===== config.mk =====
export PLATFORM = sky130hd
export DESIGN_NAME = rsse_sqrt_cell
export DESIGN_NICKNAME = d
export VERILOG_FILES = /design/src/rsse_pkg.sv /design/src/rsse_sqrt_cell.sv
export SDC_FILE = /design/constraint.sdc
export NUM_CORES = 1
export LEC_CHECK = 0
export ABC_AREA = 0
export BUFFER_PORTS_ARGS = -buffer_cell sky130_fd_sc_hd__buf_4
export CORE_MARGIN = 8
export CORE_UTILIZATION = 46
export DETAILED_ROUTE_END_ITERATION = 12
export MAX_ROUTING_LAYER = met4
export PLACE_DENSITY_LB_ADDON = 0.08
export SLEW_MARGIN = 30
export SYNTH_ARGS = -nofsm -noshare
export SYNTH_HDL_FRONTEND = slang
export SYNTH_SLANG_ARGS = --single-unit

===== constraint.sdc =====
create_clock -name clk -period 3.6 [get_ports clk]
set_input_delay 0.9 -clock clk [delete_from_list [all_inputs] [get_ports clk]]
set_output_delay 0.9 -clock clk [all_outputs]
set_load 0.02 [all_outputs]

===== src/rsse_pkg.sv =====
// Package: shared types, constants and helper functions for the radial sine surface evaluator.
package rsse_pkg;

  localparam int ROOT_W   = 20;
  localparam int RAD_W    = 40;
  localparam int REM_W    = 23;
  localparam int SQ_SIDE_W = 32;
  localparam int CD_SIDE_W = 16 + 16 + ROOT_W + 32 + 32;
  localparam int RED_STEPS = 5;
  localparam int ANG_W    = 34;
  localparam int IDX_W    = 8;

  localparam logic [36:0] TWO_PI_Q28 = 37'd1686629713;
  localparam logic [36:0] PI_Q28 = 37'd843314857;
  localparam logic signed [37:0] WRAP_Q28 = 38'sd26986075408;
  localparam logic signed [ANG_W-1:0] HALF_PI_Q30 = 34'sd1686629713;
  localparam logic signed [ANG_W-1:0] PI_Q30 = 34'sd3373259426;
  localparam logic signed [ANG_W-1:0] GAIN_Q30 = 34'sd652032874;

  localparam logic signed [ANG_W-1:0] ATAN_Q30 [0:31] = '{
    34'sd843314857, 34'sd497837829, 34'sd263043837, 34'sd133525159,
    34'sd67021687, 34'sd33543516, 34'sd16775851, 34'sd8388437,
    34'sd4194283, 34'sd2097149, 34'sd1048576, 34'sd524288,
    34'sd262144, 34'sd131072, 34'sd65536, 34'sd32768,
    34'sd16384, 34'sd8192, 34'sd4096, 34'sd2048,
    34'sd1024, 34'sd512, 34'sd256, 34'sd128,
    34'sd64, 34'sd32, 34'sd16, 34'sd8,
    34'sd4, 34'sd2, 34'sd1, 34'sd0
  };

  typedef enum logic [IDX_W-1:0] {
    REG_AMPLITUDE = 8'd0,
    REG_FREQUENCY = 8'd1
  } reg_idx_t;

  typedef struct packed {
    logic              valid;
    logic [RAD_W-1:0]  n;
    logic [REM_W-1:0]  rem;
    logic [ROOT_W-1:0] root;
  } sqrt_t;

  typedef struct packed {
    logic                    valid;
    logic                    neg;
    logic signed [ANG_W-1:0] x;
    logic signed [ANG_W-1:0] y;
    logic signed [ANG_W-1:0] z;
  } cordic_t;

  function automatic logic signed [31:0] sat32(input logic signed [63:0] v);
    logic signed [31:0] r;
    if (v > 64'sd2147483647) begin
      r = 32'sh7fffffff;
    end else if (v < -64'sd2147483648) begin
      r = 32'sh80000000;
    end else begin
      r = v[31:0];
    end
    return r;
  endfunction

endpackage


===== src/rsse_sqrt_cell.sv =====
// Square root cell: one result bit of the digit-by-digit integer square root.
module rsse_sqrt_cell #(
  parameter int SIDE_W = 32
) (
  input  logic                  clk,
  input  logic                  rst,
  input  logic                  adv,
  input  rsse_pkg::sqrt_t       din,
  input  logic [SIDE_W-1:0]     side_in,
  output rsse_pkg::sqrt_t       dout,
  output logic [SIDE_W-1:0]     side_out
);

  logic [rsse_pkg::REM_W-1:0] remx;
  logic [rsse_pkg::REM_W-1:0] trial;
  logic                       take;

  assign remx  = {din.rem[rsse_pkg::REM_W-3:0], din.n[rsse_pkg::RAD_W-1 -: 2]};
  assign trial = rsse_pkg::REM_W'({din.root, 2'b01});
  assign take  = remx >= trial;

  always_ff @(posedge clk) begin
    if (rst) begin
      dout.valid <= 1'b0;
    end else if (adv) begin
      dout.valid <= din.valid;
    end
    if (adv) begin
      dout.n    <= {din.n[rsse_pkg::RAD_W-3:0], 2'b00};
      dout.rem  <= take ? remx - trial : remx;
      dout.root <= {din.root[rsse_pkg::ROOT_W-2:0], take};
      side_out  <= side_in;
    end
  end

endmodule


==> metrics.txt <==
final hold violation count=0; met1 Resource Use GR=a little over a fifth; Worst Hold Class=reg -> reg; antenna violations before repair=0; top cells by count, synth=113 x edfxtp_1, 37 x nand2_1, 30 x o21ai_0, 26 x inv_1, 25 x a21oi_1; Area growth syn-to-layout=49.8%; fillers=~810; ys async rst share=0%; Synth area leaders=edfxtp_1 69%, ha_1 5.6%, o21ai_0 3.0%; Die Y-Extent=120 um; Final ANT Viol Nets=0; grt ovf=0; setup bufs post-CTS=0; Root Buffer=clkbuf_8; Synth Area in XOR/XNOR=3.37%; post-synthesis compound-gate area fraction=about 10%; Die ar.=14300 um2; outcome=completed; Synth area leader=edfxtp_1; Post-Syn Instances=360; NumNets Final=between 700 and 800; sequential share of the synthesized area=between 60% and 70%; clock latency on the worst-skew pair=around 0.5 ns; Routed WL per cell=~18 um; CTS Hold Bufs=0; Critical Path Sink Type=flip-flop; Layout Skew=0 ns; post-CTS sizing=0; setup_tns=0 ns; Core Area=roughly 11000 um2; clock transition at the registers of the reported paths=roughly 0.06 ns; simple-gate share of the synthesized area=7.68%; gpl congestion=a little under 0.9; share of cells above drive strength 1=between 40 and 50%; CTS tree=built; multiplexer area fraction after synthesis=about 1.1%; Inst Count DP=about 730; Final HPWL DP=between 10 and 15 mm; Main synth FF type=edfxtp_1; Mapped Area=4930 um2; fmax=roughly 0.36 GHz; GRT Max-Usage Layer=met2; fin crit share=76.1%; Pwr Total=between 0.003 and 0.004 W; number of flops mapped to enable cells by yosys=113; most numerous cell in the Yosys netlist=edfxtp_1; drc violations=0; met2 Usage GRT=32.3%; Max rail drop VDD=approximately 260 uV; CTS Sinks=~110; vias per cell=just under 5; total track usage=19.4%; Slew Limit Fails=0; Clock Path Buffers=2; CTS buffer count=17; CP Class=in -> reg; Worst Path Max Fanout=16; first-pass GRT wire length=between 20 and 25 mm; # port buffers=230; critical path arrival=about 3.0 ns; Avg Inst Size Synth=13.7 um2; met3 usage=roughly 7.2%; 1st-iter DRT viols=just under 300; unrepaired setup endpoints after global routing=false; Synth Warn #=0; largest family of logic cells by synthesized area=compound AO/OA/AOI/OAI gates; Post-Synth Adder-Cell Area=approximately 5.6%; DR vias=around 3700; Routed WL=roughly 14 mm; final worst path period need=2.74 ns; leakage=around 3.2 nW; number of global-route vias before repair=~3800; Pwr Density=around 540 nW/um2; H-Tree Depth=4; CP startpoint kind=input pin; flop2flop setup slack=approximately 3.0 ns; # Max-Cap Violations=0; share of the synthesized area in the top cell type=68.8%; Pre-antenna DRT Iters=5; Die Span X=between 100 and 150 um; final setup fails=0; Initial Util=approximately 46%; n_diodes=0; floorplan row count=38; final std cells w/o fill=758; pin count of the biggest net entering global routing=48; I/O pin cnt=around 240; CP required=3.86 ns; Synth cell types=46; flops & latches, synth=roughly 110
-- registers in the layout (all words and copies together) (netlist names) --
signal	flops
dout	82
side_out	32
-- routing by layer --
metal / share of wire (%) / wire [um]
met5: 0 / 0
met4: 0.89 / 121
met3: 8.2 / 1120
met2: 51 / 6990
met1: 40 / 5440
-- cell usage in the layout, fill, tap and decap left out, types with 3 or more instances in the layout --
cell type / Yosys / final
buf_4: 3 / 234
edfxtp_1: 113 / 113
nand2_1: 37 / 37
o21ai_0: 30 / 30
inv_1: 26 / 26
a21oi_1: 25 / 24
ha_1: 22 / 22
nor2_1: 18 / 18
clkbuf_16: 0 / 16
xor2_1: 12 / 12
xnor2_1: 7 / 7
nand3_1: 5 / 5
nand2b_1: 5 / 5
nand4_1: 4 / 4
clkinvlp_4: 0 / 4
o211ai_1: 3 / 3
a211oi_1: 3 / 3
o21a_1: 3 / 3
mux2i_1: 3 / 3
clkbuf_1: 3 / 3
clkinv_4: 0 / 3
-- stage by stage --
stage               hold slack [ns]  utilization, %  cell area (um2)  setup slack (ns)
floorplan                     0.579               -             4940             0.740
global placement              0.480            64.2             6830             0.422
detailed placement            0.523            64.2             6830             0.350
CTS                           0.523            69.4             7390             0.879
global route                  0.520            69.4             7390             0.746
finish                        0.526            69.4             7390             0.859
-- cell families (layout without fill, tap and decap cells) --
| kind of cell | Yosys count | count (layout) |
|---|---|---|
| buf+inv | 36 | 293 |
| xor+xnor | 19 | 19 |
| flops | 114 | 114 |
| simple gates | 82 | 82 |
| compound gates | 81 | 81 |
| fa+ha+maj | 22 | 22 |
| mux | 5 | 5 |
| other cells | 1 | 2 |
-- path summary, 6_finish.rpt --
kind / start / endpoint / depth (start not counted)
max reg2reg: dout[83] / dout[83] / 2
max: din[16] / dout[42] / 11
min reg2reg: dout[83] / dout[83] / 2
min: dout[83] / dout[83] / 2
-- layout make-up --
cell class | count | area (um2) | area share (%)
inverters | 26 | 97.6 | 1.32
repair buffers | 235 | 1780 | 24.0
clock buffers | 20 | 425 | 5.75
flip-flops and latches | 114 | 3410 | 46.2
multi-input cells | 211 | 1370 | 18.5
clock inverters | 12 | 135 | 1.83
well taps | 140 | 175 | 2.37
-- worst max-delay path, stage by stage --
cell and delay [ns]:
buf_4 0.08, inv_1 0.04, ha_1 0.41, and4_4 0.29, nand2_1 0.09, or3_1 0.40
o21ai_1 0.18, a21oi_2 0.08, buf_4 0.21, a311oi_2 0.22, xor2_1 0.10
-- where the power goes --
part / internal [W] / switching [W]
clock: 0.000984 / 0.000582
sequential: 0.00161 / 0.0000335
combinational: 0.000345 / 0.000432
total: 0.00294 / 0.00105
No activity file was read; power rests on OpenSTA's default activity.
