===== src/rsse_pkg.sv =====
// Package: shared types, constants and helper functions for the radial sine surface evaluator.
package rsse_pkg;

  localparam int ROOT_W   = 20;
  localparam int RAD_W    = 40;
  localparam int REM_W    = 23;
  localparam int SQ_SIDE_W = 32;
  localparam int CD_SIDE_W = 16 + 16 + ROOT_W + 32 + 32;
  localparam int RED_STEPS = 5;
  localparam int ANG_W    = 34;
  localparam int IDX_W    = 8;

  localparam logic [36:0] TWO_PI_Q28 = 37'd1686629713;
  localparam logic [36:0] PI_Q28 = 37'd843314857;
  localparam logic signed [37:0] WRAP_Q28 = 38'sd26986075408;
  localparam logic signed [ANG_W-1:0] HALF_PI_Q30 = 34'sd1686629713;
  localparam logic signed [ANG_W-1:0] PI_Q30 = 34'sd3373259426;
  localparam logic signed [ANG_W-1:0] GAIN_Q30 = 34'sd652032874;

  localparam logic signed [ANG_W-1:0] ATAN_Q30 [0:31] = '{
    34'sd843314857, 34'sd497837829, 34'sd263043837, 34'sd133525159,
    34'sd67021687, 34'sd33543516, 34'sd16775851, 34'sd8388437,
    34'sd4194283, 34'sd2097149, 34'sd1048576, 34'sd524288,
    34'sd262144, 34'sd131072, 34'sd65536, 34'sd32768,
    34'sd16384, 34'sd8192, 34'sd4096, 34'sd2048,
    34'sd1024, 34'sd512, 34'sd256, 34'sd128,
    34'sd64, 34'sd32, 34'sd16, 34'sd8,
    34'sd4, 34'sd2, 34'sd1, 34'sd0
  };

  typedef enum logic [IDX_W-1:0] {
    REG_AMPLITUDE = 8'd0,
    REG_FREQUENCY = 8'd1
  } reg_idx_t;

  typedef struct packed {
    logic              valid;
    logic [RAD_W-1:0]  n;
    logic [REM_W-1:0]  rem;
    logic [ROOT_W-1:0] root;
  } sqrt_t;

  typedef struct packed {
    logic                    valid;
    logic                    neg;
    logic signed [ANG_W-1:0] x;
    logic signed [ANG_W-1:0] y;
    logic signed [ANG_W-1:0] z;
  } cordic_t;

  function automatic logic signed [31:0] sat32(input logic signed [63:0] v);
    logic signed [31:0] r;
    if (v > 64'sd2147483647) begin
      r = 32'sh7fffffff;
    end else if (v < -64'sd2147483648) begin
      r = 32'sh80000000;
    end else begin
      r = v[31:0];
    end
    return r;
  endfunction

endpackage


===== src/rsse_cordic_cell.sv =====
// CORDIC cell: one rotation-mode micro-rotation with a fixed shift and angle.
module rsse_cordic_cell #(
  parameter int IDX    = 0,
  parameter int SIDE_W = 116
) (
  input  logic                  clk,
  input  logic                  rst,
  input  logic                  adv,
  input  rsse_pkg::cordic_t     din,
  input  logic [SIDE_W-1:0]     side_in,
  output rsse_pkg::cordic_t     dout,
  output logic [SIDE_W-1:0]     side_out
);

  logic signed [rsse_pkg::ANG_W-1:0] dx;
  logic signed [rsse_pkg::ANG_W-1:0] dy;
  logic signed [rsse_pkg::ANG_W-1:0] ang;

  assign dx  = din.y >>> IDX;
  assign dy  = din.x >>> IDX;
  assign ang = rsse_pkg::ATAN_Q30[IDX];

  always_ff @(posedge clk) begin
    if (rst) begin
      dout.valid <= 1'b0;
    end else if (adv) begin
      dout.valid <= din.valid;
    end
    if (adv) begin
      dout.neg <= din.neg;
      if (!din.z[rsse_pkg::ANG_W-1]) begin
        dout.x <= din.x - dx;
        dout.y <= din.y + dy;
        dout.z <= din.z - ang;
      end else begin
        dout.x <= din.x + dx;
        dout.y <= din.y - dy;
        dout.z <= din.z + ang;
      end
      side_out <= side_in;
    end
  end

endmodule


===== config.mk =====
export PLATFORM = sky130hd
export DESIGN_NAME = rsse_cordic_cell
export DESIGN_NICKNAME = d
export VERILOG_FILES = /design/src/rsse_pkg.sv /design/src/rsse_cordic_cell.sv
export SDC_FILE = /design/constraint.sdc
export NUM_CORES = 1
export LEC_CHECK = 0
export BUFFER_PORTS_ARGS = -buffer_cell sky130_fd_sc_hd__buf_2
export CAP_MARGIN = 20
export CORE_MARGIN = 2
export CORE_UTILIZATION = 35
export CTS_BUF_LIST = sky130_fd_sc_hd__clkbuf_8
export DETAILED_ROUTE_END_ITERATION = 16
export GPL_TIMING_DRIVEN = 0
export SLEW_MARGIN = 20
export SYNTH_ARGS = -nofsm -noshare
export SYNTH_HDL_FRONTEND = slang
export SYNTH_SLANG_ARGS = --single-unit

===== constraint.sdc =====
create_clock -name clk -period 8.3 [get_ports clk]
set_input_delay 0.415 -clock clk [delete_from_list [all_inputs] [get_ports clk]]
set_output_delay 0.415 -clock clk [all_outputs]
set_load 0.02 [all_outputs]

==> impl_metrics.env, run 1 <==
export IMPL_status="completed"
export IMPL_synth_edf_count=218
export IMPL_synth_simple_area_share_pct=10.3
export IMPL_post_cts_buffers=0
export IMPL_clk_insertion_delay_late_ns=0.57
export IMPL_cts_sinks=219
export IMPL_vias=13000
export IMPL_cp_slowest_stage_delay_ns=0.70
export IMPL_cp_start_kind="input port"
export IMPL_path_buf_inv=4
export IMPL_final_antenna_net_count=0
export IMPL_syn_nets=1696
export IMPL_start_util_pct=35.4
export IMPL_rr_startpoint="dout[103]"
export IMPL_critPathTopFamily="compound AO/OA/AOI/OAI gates"
export IMPL_synthDistinctLibCells=82
export IMPL_grt_pass1_wl_mm=75.1
export IMPL_synth_top_area_share_pct=46.8
export IMPL_power_density_mw_per_mm2=187
export IMPL_skew_ns=0
export IMPL_cp_endpoint="dout[32]"
export IMPL_worstMarginPinSlew_ns=1.08
export IMPL_rsz0062_at_grt="no"
export IMPL_place_congestion=0.936
export IMPL_synthCells=1338
export IMPL_path_clk_slew_ns=0.06
export IMPL_synth_top_family_by_area="compound AO/OA/AOI/OAI gates"
export IMPL_cts_resized=0
export IMPL_ys_seq_elements=219
export IMPL_drcViolationCount=0
export IMPL_finalHoldViolations=0
export IMPL_critPathRequiredTime_ns=8.63
export IMPL_row_count=73
export IMPL_synthMuxAreaShare_pct=0.796
export IMPL_grt_max_degree=106
export IMPL_synth_compound_area_share_pct=19.5
export IMPL_port_buffers=442
export IMPL_period_share_pct=51.9
export IMPL_antenna_found_initial=5
export IMPL_dp_hpwl_mm=40.1
export IMPL_fmax_mhz=232
export IMPL_cts_inserted_buffers=39
export IMPL_worstHoldPathCells=1
export IMPL_fp_dieH_um=204
export IMPL_cp_end_kind="register"
export IMPL_worstSetupStartpoint="din[33]"
export IMPL_drt_wl_total_mm=51.6
export IMPL_die_x_um=204
export IMPL_r2r_worst_path_cells=2
export IMPL_reg2reg_setup_slack_ns=7.69
export IMPL_first_pass_iters=5
export IMPL_yosysTopAreaCell="edfxtp_1"
export IMPL_drv_cap=0
export IMPL_layout_common_cells="buf_2 (452), edfxtp_1 (218), a21oi_1 (150)"
export IMPL_leakage_uw=0.00836
export IMPL_wl_per_cell_um=20.7
export IMPL_synth_area_leaders="edfxtp_1 (47%), ha_1 (12%), a21oi_1 (5.4%), xnor2_1 (4.6%), inv_1 (2.9%)"
export IMPL_critPathKind="in2reg"
export IMPL_grt_pass1_vias=12800
export IMPL_tritoncts="yes"
export IMPL_area_delta_synth_final_pct=34.9
export IMPL_cts_buffer_depth=3
export IMPL_io_pins=443
export IMPL_h_tree_depth=2
export IMPL_crit_cells=13
export IMPL_syn_area_mm2=0.0140
export IMPL_peakVddDrop_uv=82.1
export IMPL_final_nets=2296
export IMPL_ys_seq_area_share_pct=46.9
export IMPL_synth_adder_area_share_pct=12.3
export IMPL_fillers=3725
export IMPL_dp_cells=2307
export IMPL_syn_area_per_cell_um2=10.5
export IMPL_tns_ns=0
export IMPL_yosys_warnings=0
export IMPL_hp_class="in2reg"
export IMPL_dieArea_mm2=0.0416
export IMPL_synth_xor_area_share_pct=5.82
export IMPL_dr_first_iter_drc_count=945
export IMPL_final_common_cell="buf_2"
export IMPL_synth_flop_cell="edfxtp_1"
export IMPL_maxSlewViolCount=0
export IMPL_final_cells=2499
export IMPL_grt_total_usage_pct=23.9
export IMPL_core_area_mm2=0.0395
export IMPL_setup_violations=0
export IMPL_grt_ovfl_total=0
export IMPL_fin_crit_ns=4.31
export IMPL_cts_root_buf="clkbuf_8"
export IMPL_crit_arrival_ns=4.64
export IMPL_synthArstFlopShare_pct=0
export IMPL_path_max_fanout=26
export IMPL_slew_headroom_pct=27.9
export IMPL_cp_cell_sequence="buf_2 -> inv_1 -> clkbuf_1 -> buf_2 -> ha_1 -> a21oi_1 -> a311oi_1 -> nor3_2 -> a21oi_1 -> a221o_1 -> a211o_1 -> a21oi_2 -> xnor2_1"
export IMPL_reg2reg_to="dout[103]"
export IMPL_drive_above_1_share_pct=27.3
export IMPL_vias_per_cell=5.19
export IMPL_cpMaxStageDelayCell="buf_2"
where the power goes:
group          leakage, µW  switching, µW  total, µW  internal [µW]
sequential         0.00214           35.3       1420           1390
clock             0.000409            483       1010            532
combinational      0.00581            694       1090            394
total              0.00836           1210       3520           2310
layer usage:
layer | wire length (µm) | vias up | GRT usage, %
met4 | 1840 | 0 | 10.8
li1 | - | 6141 | -
met5 | 0 | - | 0
met2 | 25600 | 529 | 41.3
met1 | 20800 | 6213 | 29.2
met3 | 3430 | 90 | 3.73
through the flow:
| stage | power [µW] | setup WS (ns) | utilization (%) | hold WS, ns | instance area [µm²] |
|---|---|---|---|---|---|
| floorplan | 2070 | 4.48 | - | 0.487 | 14000 |
| global placement | 2480 | 2.57 | 42.6 | 0.480 | 16900 |
| detailed placement | 2480 | 3.33 | 42.8 | 0.505 | 16900 |
| CTS | 3550 | 3.96 | 47.7 | 0.000635 | 18900 |
| global route | 3700 | 3.80 | 47.7 | 0.00844 | 18900 |
| finish | 3520 | 3.99 | 47.7 | 0.0392 | 18900 |
worst min-delay path by stage:
stage                 startpoint       endpoint
finish              side_in[108]  side_out[108]
global route        side_in[108]  side_out[108]
floorplan                    rst      dout[103]
global placement       dout[103]      dout[103]
detailed placement     dout[103]      dout[103]
CTS                 side_in[108]  side_out[108]
cells by family after synthesis:
family	Yosys count
adder cells (fa/ha/maj)	135
flip-flops	219
AO/OA/AOI/OAI	423
XOR/XNOR	93
AND/OR/NAND/NOR	296
multiplexers	11
buffers and inverters	161
registers in the layout, indices dropped and copies added, names as in the netlist:
name and cells:
side_out 116, dout 103
synth_stat cells, drive strengths merged, types with 7 or more instances:
| library cell | n |
|---|---|
| mux2i | 10 |
| nor2b | 13 |
| o21a | 14 |
| o21bai | 26 |
| nand2b | 12 |
| or3 | 9 |
| and3 | 8 |
| inv | 113 |
| nor3 | 19 |
| o31ai | 7 |
| nand3 | 21 |
| a211oi | 15 |
| a21oi | 152 |
| a21boi | 7 |
| edfxtp | 218 |
| a311oi | 7 |
| o21ai | 78 |
| nand2 | 69 |
| buf | 18 |
| xor2 | 19 |
| xnor2 | 74 |
| ha | 131 |
| nand4 | 17 |
| nor2 | 96 |
| clkbuf | 29 |
| o211ai | 15 |
| a21o | 34 |
| a31oi | 12 |
area by class of cell:
cell class / instances / area, µm² / area share, %
multi-input combinational: 958 / 6800 / 36.1
sequential: 219 / 6570 / 34.8
timing repair buffer: 559 / 3430 / 18.2
tap: 525 / 657 / 3.48
clock buffer: 45 / 619 / 3.28
inverter: 114 / 428 / 2.27
buffer: 47 / 194 / 1.03
clock inverter: 26 / 156 / 0.829
antenna: 6 / 15.0 / 0.0796
worst reg2reg max path, stage by stage, from the launching register on:
cell and delay (ns):
dfxtp_1 0.32, mux2i_1 0.13, nor2_1 0.07
timing repair:
action | in CTS | in global routing
hold buffers | 115 | 0
setup endpoints to repair | 0 | 0
endpoints found under the hold margin | 115 | 0
Power figures use the tool's default switching activity.
==> run 2: changes to the inputs <==
clock period = 3.95 ns   (was 8.3 ns; I/O delays follow)
==> run 2 against run 1 <==
Against the previous run: clock power grew 110%; via count grew 0.35%; hold slack gained 0.0044 ns; largest cell class unchanged.
==> impl_metrics.env, run 2 (synthesized netlist as in run 1, its figures left out) <==
export IMPL_status="completed"
export IMPL_tritoncts="yes"
export IMPL_port_buffers=442
export IMPL_grt_pass1_vias=12900
export IMPL_drcViolationCount=0
export IMPL_post_cts_buffers=0
export IMPL_grt_pass1_wl_mm=75.5
export IMPL_worstMarginPinSlew_ns=1.03
export IMPL_power_total_uw=7410
export IMPL_dp_slack_ns=-0.803
export IMPL_grt_ovfl_total=0
export IMPL_path_clk_slew_ns=0.06
export IMPL_drt_wl_total_mm=51.8
export IMPL_seq_area_mm2=0.00657
export IMPL_cp_start_kind="input port"
export IMPL_regMostFlops="side_out"
export IMPL_rsz0062_at_grt="no"
export IMPL_wl_per_cell_um=20.7
export IMPL_multiInputGateArea_mm2=0.00680
export IMPL_cp_slowest_stage_delay_ns=0.47
export IMPL_period_share_pct=94.6
export IMPL_critPathKind="in2reg"
export IMPL_cpMaxStageDelayCell="clkbuf_1"
export IMPL_slew_headroom_pct=31.2
export IMPL_cts_sinks=219
export IMPL_h_tree_depth=2
export IMPL_gr_usage_met2_pct=41.6
export IMPL_crit_arrival_ns=4.06
export IMPL_fillers=3718
export IMPL_hp_class="in2reg"
export IMPL_antenna_found_initial=5
export IMPL_cp_end_kind="register"
export IMPL_path_max_fanout=26
export IMPL_skew_ns=0
export IMPL_final_area_mm2=0.0189
export IMPL_holdWs_ns=0.0436
export IMPL_power_density_mw_per_mm2=392
export IMPL_critPathTopFamily="compound AO/OA/AOI/OAI gates"
export IMPL_grt_total_usage_pct=23.9
export IMPL_busiest_layer="met2"
export IMPL_met1_usage_pct=29.1
export IMPL_drv_cap=0
export IMPL_vias_per_cell=5.20
export IMPL_core_area_mm2=0.0395
export IMPL_final_antenna_net_count=0
export IMPL_dr_first_iter_drc_count=982
export IMPL_first_pass_iters=5
export IMPL_cts_buffer_depth=3
export IMPL_grt_max_degree=106
export IMPL_final_common_cell="buf_2"
export IMPL_path_buf_inv=4
export IMPL_area_delta_synth_final_pct=35.2
export IMPL_leakage_uw=0.00838
export IMPL_vias=13000
export IMPL_cts_inserted_buffers=39
export IMPL_die_x_um=204
export IMPL_fin_crit_ns=3.74
export IMPL_peakVddDrop_uv=173
export IMPL_tns_ns=0
export IMPL_fp_dieH_um=204
export IMPL_place_congestion=0.936
export IMPL_placed_area_mm2=0.0169
export IMPL_gr_usage_met3_pct=3.79
export IMPL_largestRegisters="side_out: 116 flops, dout: 103 flops"
export IMPL_cts_root_buf="clkbuf_8"
export IMPL_clk_insertion_delay_late_ns=0.56
export IMPL_layout_common_cells="buf_2 (451), edfxtp_1 (218), a21oi_1 (150)"
export IMPL_dieArea_mm2=0.0416
export IMPL_largest_reg_flops=116
export IMPL_worst_slack_ns=0.215
export IMPL_critPathRequiredTime_ns=4.28
export IMPL_drive_above_1_share_pct=27.3
export IMPL_fmax_mhz=268
export IMPL_final_nets=2301
export IMPL_row_count=73
export IMPL_io_pins=443
export IMPL_cp_cell_sequence="buf_2 -> inv_1 -> clkbuf_1 -> buf_6 -> ha_1 -> nor2b_1 -> o211ai_1 -> a311oi_1 -> nor3_2 -> a21oi_1 -> a221o_1 -> a211o_1 -> a21oi_2 -> xnor2_1"
export IMPL_setup_violations=0
export IMPL_dp_hpwl_mm=40.1
export IMPL_start_util_pct=35.4
export IMPL_maxSlewViolCount=0
export IMPL_finalHoldViolations=0
-- run 2: stage by stage --
step	std cells	utilization, %
finish	2503	47.8
CTS	2498	47.8
detailed placement	2307	42.8
floorplan	1338	-
global route	2503	47.8
global placement	2305	42.6
-- run 2: area by class of cell --
type                    count  share of cell area (%)
multi-input cells         958                    36.0
inverters                 114                    2.26
well taps                 525                    3.47
clock buffers              45                    3.27
flip-flops and latches    219                    34.7
plain buffers              47                    1.06
clock inverters            26                   0.827
repair buffers            564                    18.4
diodes                      5                  0.0661
-- run 2: final timing paths --
check | end | depth (start not counted) | slack (ns) | start
setup / recovery | dout[32] | 14 | 0.21 | din[33]
hold / removal | dout[33] | 3 | 0.04 | din[32]
setup reg to reg | dout[103] | 3 | 2.76 | dout[103]
hold reg to reg | dout[103] | 3 | 1.10 | dout[103]
-- run 2: tightest hold or removal path, stage by stage --
cell and delay [ns]:
buf_2 0.08, ha_1 0.13, nor2_1 0.04
-- run 2: timing repair --
action | CTS | global route
setup endpoints to repair | 3 | 3
pin swaps | 0 | 0
resized for setup | 1 | 1
hold buffers | 120 | 0
cloned | 0 | 0
hold endpoints to repair | 119 | 0
-- run 2: report_power, final --
| part | internal (µW) | switching, µW | leakage [µW] | total (µW) |
|---|---|---|---|---|
| clock | 1120 | 1010 | 0.000409 | 2130 |
| sequential | 2910 | 74.3 | 0.00214 | 2990 |
| combinational | 832 | 1460 | 0.00583 | 2290 |
-- run 2: per-layer routing --
| layer | part of all wire [%] | vias up |
|---|---|---|
| met3 | 6.4 | 91 |
| met5 | 0 | - |
| met1 | 40 | 6236 |
| met2 | 50 | 544 |
| met4 | 3.9 | 0 |
| li1 | - | 6147 |
==> run 3: changes to the inputs <==
ABC_AREA = 1   (was unset)
==> run 3 against run 2 <==
Against the previous run: clock-buffer cell count decreased by 6; global-route usage increased by 2.8 points; sequential share of layout area decreased by 2.9 points; non-clock buffer count decreased by 4; hold slack improved by 0.020 ns; largest power group unchanged; highest routed layer unchanged.
==> impl_metrics.env, run 3 <==
export IMPL_grt_pass1_vias=16300
export IMPL_ys_seq_elements=219
export IMPL_hp_class="in2reg"
export IMPL_min_from="adv"
export IMPL_drt_wl_total_mm=64.1
export IMPL_syn_area_per_cell_um2=8.16
export IMPL_antenna_found_initial=3
export IMPL_rr_startpoint="dout[103]"
export IMPL_dr_wl_met3_mm=4.17
export IMPL_synth_top_area_share_pct=41.7
export IMPL_cpMaxStageDelayCell="o21ai_0"
export IMPL_final_common_cell="nand2_1"
export IMPL_cts_root_buf="clkbuf_8"
export IMPL_critPathRequiredTime_ns=4.30
export IMPL_grt_ovfl_total=0
export IMPL_cts_sinks=219
export IMPL_syn_area_mm2=0.0157
export IMPL_layout_common_cells="nand2_1 (460), buf_2 (452), inv_1 (241)"
export IMPL_synthArstFlopShare_pct=0
export IMPL_yosys_cell_count_top_type="nand2_1"
export IMPL_synthDistinctLibCells=53
export IMPL_maxSlewViolCount=0
export IMPL_setup_violations=0
export IMPL_yosysTopAreaCell="edfxtp_1"
export IMPL_synth_area_leaders="edfxtp_1 (42%), nand2_1 (11%), ha_1 (10%), inv_1 (5.5%), a21oi_1 (5.3%)"
export IMPL_cp_start_kind="input port"
export IMPL_final_area_mm2=0.0206
export IMPL_rsz0062_at_grt="no"
export IMPL_worstSetupStartpoint="din[33]"
export IMPL_final_nets=2888
export IMPL_fin_crit_ns=3.49
export IMPL_clk_insertion_delay_late_ns=0.59
export IMPL_largestRegisters="side_out: 116 flops, dout: 103 flops"
export IMPL_grt_pass1_wl_mm=94.1
export IMPL_cts_inserted_buffers=39
export IMPL_power_total_uw=7490
export IMPL_die_x_um=216
export IMPL_holdWs_ns=0.0639
export IMPL_row_count=77
export IMPL_drive_above_1_share_pct=23.3
export IMPL_area_delta_synth_final_pct=31.5
export IMPL_peakVddDrop_uv=288
export IMPL_final_antenna_net_count=0
export IMPL_largest_reg_flops=116
export IMPL_wl_per_cell_um=20.3
export IMPL_crit_arrival_ns=3.84
export IMPL_status="completed"
export IMPL_dp_hpwl_mm=51.8
export IMPL_io_pins=443
export IMPL_dr_first_iter_drc_count=1052
export IMPL_dieArea_mm2=0.0466
export IMPL_fmax_mhz=286
export IMPL_place_congestion=0.978
export IMPL_yosys_warnings=0
export IMPL_path_clk_slew_ns=0.06
export IMPL_routed_top_layer="met4"
export IMPL_drcViolationCount=0
export IMPL_ys_seq_area_share_pct=41.8
export IMPL_tritoncts="yes"
export IMPL_finalHoldViolations=0
export IMPL_fp_dieH_um=216
export IMPL_final_util_pct=46.7
export IMPL_regMostFlops="side_out"
export IMPL_synthCells=1924
export IMPL_syn_nets=2282
export IMPL_skew_ns=0
export IMPL_vias_per_cell=5.05
export IMPL_grt_max_degree=76
export IMPL_cts_resized=0
export IMPL_core_area_mm2=0.0442
export IMPL_start_util_pct=35.5
export IMPL_critPathTopFamily="buffers and inverters"
export IMPL_grt_total_usage_pct=26.7
export IMPL_vias=15900
export IMPL_cts_buffer_depth=3
export IMPL_first_pass_iters=5
export IMPL_path_max_fanout=26
export IMPL_worstMarginPinSlew_ns=0.911
export IMPL_cp_slowest_stage_delay_ns=0.57
export IMPL_h_tree_depth=2
export IMPL_drv_cap=0
export IMPL_cp_end_kind="register"
export IMPL_port_buffers=442
export IMPL_leakage_uw=0.00984
export IMPL_tns_ns=0
export IMPL_power_density_mw_per_mm2=363
export IMPL_ys_top_cells_by_count="nand2_1 (460), inv_1 (232), edfxtp_1 (218), a21oi_1 (167), nor2_1 (165)"
export IMPL_cp_cell_sequence="buf_2 -> clkbuf_1 -> clkinv_1 -> buf_2 -> ha_1 -> nand2_1 -> o21ai_2 -> a21oi_1 -> o21ai_0 -> nand4_1 -> nand3_1 -> nand2_1"
export IMPL_synth_edf_count=218
export IMPL_slew_headroom_pct=39.3
export IMPL_period_share_pct=88.5
export IMPL_critPathKind="in2reg"
export IMPL_placed_area_mm2=0.0187
export IMPL_wl_met1_mm=26.3
export IMPL_synth_flop_cell="edfxtp_1"
export IMPL_path_buf_inv=4
export IMPL_routed_wl_met2_mm=31.3
[run 3: cell count changes after synthesis, moves of 20 or more]
cell,before,now
inv_1,108,232
clkbuf_1,29,6
o21ai_0,65,107
buf_4,1,21
nand3_1,21,155
nand2_1,69,460
xnor2_1,74,9
nor2_1,96,165
[run 3: cell families (layout without fill, tap and decap cells)]
kind of cell,count (synthesis),in the layout,share of synthesized area [%]
fa+ha+maj,135,135,10.9
other cells,0,6,0
flops,219,219,41.8
simple gates,859,859,23.3
mux,2,2,0.127
compound gates,377,377,13.7
xor+xnor,47,47,2.62
buf+inv,285,916,7.54
[run 3: worst paths after layout]
kind         slack, ns  cells past startpoint   endpoint
max               0.46                     12   dout[32]
min reg2reg       1.06                      3  dout[103]
max reg2reg       2.79                      3  dout[103]
min               0.06                      1   dout[92]
[run 3: per-stage QoR]
step / cells / setup WS, ns
3_3_place_gp: 2958 / -0.373
5_1_grt: 3150 / 0.253
2_1_floorplan: 1924 / 1.55
3_5_place_dp: 2960 / -0.0970
4_1_cts: 3147 / 0.560
6_report: 3153 / 0.455
[run 3: routing by layer]
layer / up-vias / GRT usage, %
li1: 7703 / -
met1: 7451 / 31.8
met2: 648 / 47.4
met3: 123 / 4.93
met4: 0 / 10.7
met5: - / 0
[run 3: final cells by class]
type                            count  area [µm²]
Fill cell                        4320       23600
Buffer                             42         273
Multi-Input combinational cell   1420        7960
Timing Repair Buffer              565        3490
Clock buffer                       39         537
Antenna cell                        6        15.0
Inverter                          243         912
Sequential cell                   219        6570
Clock inverter                     27         160
Tap cell                          592         741
[run 3: timing repair]
action / 4_1_cts / 5_1_grt
setup buffers: 0 / 0
hold buffers: 121 / 0
hold endpoints to repair: 120 / 0
[run 3: where the power goes]
group | switching, µW | internal, µW | total [µW] | leakage [µW]
logic | 1700 | 826 | 2530 | 0.00730
registers | 77.4 | 2880 | 2960 | 0.00214
clock network | 1010 | 999 | 2010 | 0.000393
total | 2790 | 4710 | 7490 | 0.00984
